--- src/design/five_bit_code_packer_macros.svh ---
// assertion macros for the five-bit code packer
`ifndef FIVE_BIT_CODE_PACKER_MACROS_SVH
`define FIVE_BIT_CODE_PACKER_MACROS_SVH

// property that must hold at every clock edge out of reset
`define FBCP_ASSERT(label, prop, msg) \
	label: assert property (@(posedge clk) disable iff (!arst_n) (prop)) else $error(msg);

// property of the form antecedent implies consequent on the next edge
`define FBCP_ASSERT_NEXT(label, ante, cons, msg) \
	label: assert property (@(posedge clk) disable iff (!arst_n) (ante) |=> (cons)) \
		else $error(msg);

`endif

--- src/design/fbcp_pkg.sv ---
// shared types and constants for the five-bit code packer
package fbcp_pkg;

	typedef enum logic [1:0] {
		KIND_DATA = 2'd0,
		KIND_END  = 2'd1,
		KIND_LOAD = 2'd2,
		KIND_NONE = 2'd3
	} kind_t;

	localparam logic [4:0] END_CODE   = 5'h1f;
	localparam int         FIFO_DEPTH = 8;
	localparam int         FIFO_AW    = $clog2(FIFO_DEPTH);
	localparam int         FIFO_CW    = $clog2(FIFO_DEPTH + 1);
	localparam int         TBL_DEPTH  = 256;

	typedef struct packed {
		logic [7:0] out_byte;
		logic       last;
	} res_t;

endpackage

--- src/design/five_bit_code_packer.sv ---
// five-bit code packer: byte to code table lookup, msb-first packing, output queue
// path: an accepted item's table read and kind are registered into stage s1; from there the
//   packing step writes its results into the output queue, readable the cycle after
// throughput: one item per cycle; input stalls while more than four bytes wait in the queue
// reset: accumulator, bit count, queue and pipeline valid clear; the table holds no reset
`include "five_bit_code_packer_macros.svh"

module five_bit_code_packer import fbcp_pkg::*; (
	input  logic       clk,
	input  logic       arst_n,
	input  logic       in_valid,
	output logic       in_ready,
	input  logic [1:0] kind,
	input  logic [7:0] value,
	input  logic [4:0] code,
	output logic       out_valid,
	input  logic       out_ready,
	output logic [7:0] out_byte,
	output logic       last
);

	logic [4:0] code_table [TBL_DEPTH];
	logic [4:0] rd_s1;
	logic       v_s1;
	kind_t      kind_s1;

	logic [6:0] acc_q;
	logic [3:0] bc_q;
	logic [2:0] phase_q;

	res_t               fifo_q [FIFO_DEPTH];
	logic [FIFO_AW-1:0] wp_q, rp_q;
	logic [FIFO_CW-1:0] cnt_q;

	logic        in_acc, pop;
	logic [4:0]  sym;
	logic [11:0] w;
	logic [3:0]  cnt;
	logic [3:0]  rr;
	logic [7:0]  top_byte, tail_byte;
	logic [19:0] tail_wide;
	logic [1:0]  n_push;
	res_t        push0, push1;
	logic [6:0]  acc_d;
	logic [3:0]  bc_d;
	logic [2:0]  phase_d;

	assign in_acc   = in_valid && in_ready;
	assign pop      = out_valid && out_ready;
	assign in_ready = (cnt_q <= FIFO_CW'(FIFO_DEPTH - 4));

	// table port: write on load, read on data
	always_ff @(posedge clk) begin
		if (in_acc && kind_t'(kind) == KIND_LOAD) begin
			code_table[value] <= code;
		end
		if (in_acc && kind_t'(kind) == KIND_DATA) begin
			rd_s1 <= code_table[value];
		end
	end

	always_ff @(posedge clk or negedge arst_n) begin
		if (!arst_n) begin
			v_s1    <= 1'b0;
			kind_s1 <= KIND_NONE;
		end else begin
			v_s1    <= in_acc;
			kind_s1 <= kind_t'(kind);
		end
	end

	// packing step
	always_comb begin
		sym       = (kind_s1 == KIND_DATA) ? rd_s1 : END_CODE;
		w         = {acc_q, sym};
		cnt       = bc_q + 4'd5;
		top_byte  = 8'(w >> (cnt - 4'd8));
		rr        = (cnt > 4'd8) ? (cnt - 4'd8) : cnt;
		tail_wide = {8'b0, w} << (4'd8 - rr);
		tail_byte = tail_wide[7:0];
		n_push    = 2'd0;
		push0     = '{out_byte: top_byte, last: 1'b0};
		push1     = '{out_byte: tail_byte, last: 1'b1};
		acc_d     = acc_q;
		bc_d      = bc_q;
		phase_d   = phase_q;
		if (v_s1) begin
			case (kind_s1)
				KIND_DATA: begin
					phase_d = phase_q + 3'd1;
					if (cnt >= 4'd8) begin
						n_push = 2'd1;
						bc_d   = cnt - 4'd8;
					end else begin
						bc_d = cnt;
					end
					acc_d = 7'(w & ((12'd1 << bc_d) - 12'd1));
				end
				KIND_END: begin
					acc_d   = '0;
					bc_d    = '0;
					phase_d = '0;
					if (bc_q != 4'd0) begin
						if (cnt > 4'd8) begin
							n_push = 2'd2;
						end else begin
							n_push = 2'd1;
							push0  = push1;
						end
					end
				end
				default: begin
				end
			endcase
		end
	end

	always_ff @(posedge clk or negedge arst_n) begin
		if (!arst_n) begin
			acc_q   <= '0;
			bc_q    <= '0;
			phase_q <= '0;
			wp_q    <= '0;
			rp_q    <= '0;
			cnt_q   <= '0;
		end else begin
			acc_q   <= acc_d;
			bc_q    <= bc_d;
			phase_q <= phase_d;
			wp_q    <= wp_q + FIFO_AW'(n_push);
			rp_q    <= rp_q + FIFO_AW'(pop);
			cnt_q   <= cnt_q + FIFO_CW'(n_push) - FIFO_CW'(pop);
		end
	end

	// output queue storage
	always_ff @(posedge clk) begin
		if (n_push != 2'd0) begin
			fifo_q[wp_q] <= push0;
		end
		if (n_push == 2'd2) begin
			fifo_q[wp_q + FIFO_AW'(1)] <= push1;
		end
	end

	assign out_valid = (cnt_q != '0);
	assign out_byte  = fifo_q[rp_q].out_byte;
	assign last      = fifo_q[rp_q].last;

	`FBCP_ASSERT(a_cnt_bound, cnt_q <= FIFO_CW'(FIFO_DEPTH), "output queue overflow")
	`FBCP_ASSERT(a_bc_bound, bc_q < 4'd8, "pending bit count out of range")
	`FBCP_ASSERT_NEXT(a_end_clears, v_s1 && kind_s1 == KIND_END,
		bc_q == 4'd0 && phase_q == 3'd0, "end of stream left pending bits")
	`FBCP_ASSERT_NEXT(a_data_phase, v_s1 && kind_s1 == KIND_DATA,
		phase_q == $past(phase_q) + 3'd1, "symbol phase did not advance")

endmodule
--- config.mk ---
export PLATFORM = sky130hd
export DESIGN_NAME = five_bit_code_packer
export DESIGN_NICKNAME = d
export VERILOG_FILES = /design/src/design/fbcp_pkg.sv /design/src/design/five_bit_code_packer.sv
export VERILOG_INCLUDE_DIRS = /design/src /design/src/design
export SDC_FILE = /design/constraint.sdc
export NUM_CORES = 2
export LEC_CHECK = 0
export BUFFER_PORTS_ARGS = -buffer_cell sky130_fd_sc_hd__buf_2
export CORE_MARGIN = 5
export CORE_UTILIZATION = 55
export DETAILED_ROUTE_END_ITERATION = 12
export PLACE_DENSITY = 0.74
export SLEW_MARGIN = 0
export SYNTH_ARGS = -nofsm -noshare
export SYNTH_HDL_FRONTEND = slang
export SYNTH_SLANG_ARGS = --single-unit
--- constraint.sdc ---
create_clock -name clk -period 4.83 [get_ports clk]
set_clock_uncertainty 0.1 [all_clocks]
set_input_delay 0.966 -clock clk [delete_from_list [all_inputs] [get_ports clk]]
set_output_delay 0.966 -clock clk [all_outputs]
set_load 0.1 [all_outputs]
[Yosys cells after proc, flatten, opt, wreduce, memory -nomap -nowiden]
Memories as Yosys holds them, arrays and structs flattened. A register that Yosys moved wholly into a read port is not among the register bits.
Cells that the tools add are included.
Storage, ports and cells
  memory bits (writable): 1352
  register bits after elaboration: 24
  word-level logic and storage cells: 61
  memories kept: 2
Cells by class
  equal/unequal tests: 3
  shift-type cells: 3
  order comparisons: 3
  multiplexer cells: 22
  add/sub/neg operators: 9
  reductions and logical operators: 11
  bitwise operators: 1
Memory list
  code_table: words 256, bits a word 5, read ports 1, clocked after memory_dff 1, wr ports 1, line five_bit_code_packer.sv:22  | logic [4:0] code_table [TBL_DEPTH];
  fifo_q: words 8, bits a word 9, read ports 1, clocked after memory_dff 0, wr ports 2, line five_bit_code_packer.sv:31  | res_t fifo_q [FIFO_DEPTH];
Operators with widths (count)
  $mux 9: 4
  $mux 4: 4
  $pmux 7 s2: 1
  $shl 12x4->8: 1
  $shr 12x4->8: 1
  $pmux 4 s2: 1
  $reduce_bool 4->1: 2
  $and 7x7->7: 1
  $mux 1: 7
  $shl 1x4->7 const A: 1
  $sub 7x1->7 const B: 1
  $mux 2: 3
  $mux 5: 1
  $add 4x2->4: 1
  $add 4x3->4 const B: 1
  $eq 2x2->1 const B: 2
  $ge 4x4->1 const B: 1
  $gt 4x4->1 const B: 1
  $le 4x3->1 const B: 1
  $logic_and 1x1->1: 4
  $logic_not 2->1: 2
  $pmux 2 s2: 1
  $reduce_bool 2->1: 2
  $sub 4x1->4: 1
  7 further kinds: 7

[Longest topological paths before layout]
  depth in word-level cells: 9
  gate-level depth with buffers: 13
  mapped depth without buffers: 12

[Least setup slack after synthesis]
Ideal clock, no wire load.
  path type: input port to flip-flop
  start: input port value[0]
  end: register rd_s1[4] (read register of code_table), data pin
  setup time: 0.262 ns
  path slack: 1.102 ns
  data arrival time: 3.366 ns
  path buffers: 6
  cell stages on the path: 12
  cells stage by stage: buf_6 > buf_12 > buf_6 > buf_6 > buf_2 > buf_4 > mux4_2 > a22oi_1 > a21oi_1 > nor4_1 > o22ai_1 > or2_2
RTL lines
  start, declared: line five_bit_code_packer.sv:14  | input logic [7:0] value,
  end, declared: line five_bit_code_packer.sv:23  | logic [4:0] rd_s1;

==> results_dict.tcl <==
set metrics [dict create \
    critPathKind "reg2reg" \
    drc_errors 0 \
    relSlewSlack 0.124 \
    crit_path_end "fifo_q[4][2]$_DFFE_PP_" \
    grt_use_total 0.261 \
    status "completed" \
    start_kind "register" \
    critPathMaxFanout 20 \
    synth.distinct_cells 70 \
    clk_path_buf_depth 3 \
    syn_to_final_growth_pct 12.0 \
    reg2regPathDepth 7 \
    worst_slew_pin_slew_ps 1300 \
    grt_overflow_total 0 \
    placed_area_sq_mm 0.0581 \
    fmax_mhz 250 \
    r2r_slack_ps 830 \
    drtIter0Drc 4437 \
    post-place-cells 4240 \
    synth_seq_cells 1381 \
    vdd_drop_max_mv 0.579 \
    final_max_slew_viol_count 0 \
    power_leakage_nw 19.6 \
    dp_hpwl_um 88600 \
    ant_nets 0 \
    cts.htree.levels 4 \
    critPathLaunch "bc_q[0]$_DFFE_PN0P_" \
    hold_viol 0 \
    maxCapViolations 0 \
    worstSkewPairLatency_ps 750 \
    finalNetCount 3053 \
    rsz0062_at_grt "false" \
    grt_pass1_wl_um 206000 \
    endpoint_kind "register" \
    synthArstFlopShare 0.0174 \
    synth_edf_count 1349 \
    r2r-start "bc_q[0]$_DFFE_PN0P_" \
    clkTransAtPathRegs_ps 60 \
    grt_pass1_vias 30300 \
    clockRootBuffer "clkbuf_16" \
    via_count 30000 \
    finalCritPeriodShare 0.828 \
    min_path_type "in2async" \
    dieArea_sq_mm 0.108 \
    r2r_end "fifo_q[4][2]$_DFFE_PP_" \
    cts_setup_buffers 0 \
    wirelength_um 139000 \
    required_ps 5260 \
    start_util 0.551 \
    firstDrtPassIters 6 \
    cts_tree "done" \
    core_area_sq_mm 0.101 \
    drive_above_1_share 0.242 \
    die_y_um 329 \
    rows 117 \
    grt_max_degree 141 \
    synthFlopType "edfxtp_1" \
    power_density_mw_per_mm2 439 \
    tns_ps 0 \
    die_w_um 329 \
    ctsResizeCount 0 \
    synth_nets 2949 \
    postLayoutCoreUtil 0.618 \
    antenna_found_initial 4 \
    cts_hold_buf 0 \
    place_congestion 0.908 \
    period_needed_ps 4000 \
    synth_warnings 0 \
    worstPathArrival_ps 4430 \
    synth_area_sq_mm 0.0559 \
    clock-sinks 1381 \
    wl_per_cell_um 31.0 \
    stdcell_count 4492 \
    ys_seq_area_frac 0.738 \
    viasPerCell 6.68 \
    io_pins 30 \
    synth.avg_cell_area_sq_um 19.2 \
    synthCells 2908 \
    final_design_area_no_fill_sq_mm 0.0627 \
    setup_viol 0 \
    portBuffers 29 \
    cts_made_buffers 138 \
    hold_ws_ps 120 \
]
worst min path at each step:
stage / startpoint / to / depth (start not counted)
3_3_place_gp: fifo_q[6][0]$_SDFFE_PP1P_ / fifo_q[6][0]$_SDFFE_PP1P_ / 2
6_report: arst_n / rp_q[1]$_DFF_PN0_ / 1
2_1_floorplan: fifo_q[6][0]$_SDFFE_PP1P_ / fifo_q[6][0]$_SDFFE_PP1P_ / 2
4_1_cts: arst_n / wp_q[1]$_DFF_PN0_ / 1
5_1_grt: arst_n / rp_q[0]$_DFF_PN0_ / 1
3_5_place_dp: fifo_q[6][0]$_SDFFE_PP1P_ / fifo_q[6][0]$_SDFFE_PP1P_ / 2
report_power, final:
part | total, mW | internal [mW] | leakage, nW | switching, mW
clock network | 10.8 | 6.22 | 2.24 | 4.56
logic | 3.29 | 1.09 | 4.93 | 2.20
registers | 13.4 | 13.3 | 12.4 | 0.171
state kept, by name, summed over array words and instances, names as in the netlist:
register	count
bc_q	4
code_table	1280
rd_s1	5
rp_q	3
fifo_q	72
kind_s1	2
wp_q	3
v_s1	1
cnt_q	4
acc_q	7
synthesized netlist by cell type, drive strengths merged, types with 16 or more instances:
| cell type | n | share of area |
|---|---|---|
| edfxtp | 1349 | 0.72 |
| mux4 | 363 | 0.15 |
| nor2 | 304 | 0.020 |
| nand2 | 107 | 0.0072 |
| buf | 96 | 0.010 |
| clkbuf | 91 | 0.0061 |
| a22oi | 57 | 0.0077 |
| nand3 | 52 | 0.0047 |
| o22ai | 52 | 0.0058 |
| mux2i | 51 | 0.0091 |
| a21oi | 47 | 0.0042 |
| inv | 26 | 0.0017 |
| dfrtp | 22 | 0.0098 |
| o21ai | 22 | 0.0020 |
| ha | 20 | 0.0045 |
| nand2b | 18 | 0.0020 |
| o32ai | 17 | 0.0027 |
| mux2 | 16 | 0.0032 |
| nor2b | 16 | 0.0018 |
per-layer routing:
| layer | wire length (um) | GRT usage |
|---|---|---|
| met5 | 13 | 0 |
| met4 | 5940 | 0.0996 |
| met3 | 17200 | 0.0699 |
| met2 | 65800 | 0.404 |
| met1 | 50500 | 0.363 |
worst max-delay path, cell delays in order (launching register included):
cell      delay, ps
dfrtp_1         350
clkinv_1        310
ha_1            880
nand2b_1        200
a21oi_1          40
o21ai_1         880
a31oi_1         540
o32ai_1         470
metrics by stage:
| step | setup WS, ps | power [mW] |
|---|---|---|
| 6_report | 829 | 27.5 |
| 5_1_grt | 577 | 28.4 |
| 4_1_cts | 945 | 27.6 |
| 3_5_place_dp | 525 | 16.9 |
| 3_3_place_gp | 477 | 16.8 |
| 2_1_floorplan | 1100 | 15.9 |
final cells by class:
type,instances,area [sq um]
clock inverters,87,933
inverters,29,109
flip-flops and latches,1381,41300
fillers,6833,38800
well taps,1368,1710
repair buffers,151,1330
clock buffers,164,3620
diodes,1,2.50
multi-input cells,1311,13700
logic make-up (layout without fill, tap and decap cells):
logic type | after synthesis | count (layout) | synth area share
multiplexers | 430 | 430 | 0.159
AND/OR/NAND/NOR | 569 | 569 | 0.0444
XOR/XNOR | 11 | 11 | 0.00172
adder cells (fa/ha/maj) | 22 | 22 | 0.00519
other | 0 | 1 | 0
AO/OA/AOI/OAI | 279 | 279 | 0.0342
flip-flops | 1381 | 1381 | 0.738
buffers and inverters | 216 | 431 | 0.0180
cell usage in the layout, fill, tap and decap left out, drive strengths merged, types with 6 or more instances in the layout:
cell type  count
a211oi         7
a21oi         47
a22oi         57
a31oi         14
and2           9
buf          151
bufinv        15
clkbuf       164
clkinv        60
dfrtp         22
dfxtp          8
edfxtp      1349
ha            20
inv           37
mux2          16
mux2i         51
mux4         363
nand2        107
nand2b        18
nand3         52
nand4         15
nor2         304
nor2b         16
nor3          15
nor4           7
o211ai        11
o21a           8
o21ai         22
o22ai         52
o32ai         17
xnor2          6
Note: power is estimated with default switching activity, not from simulation.
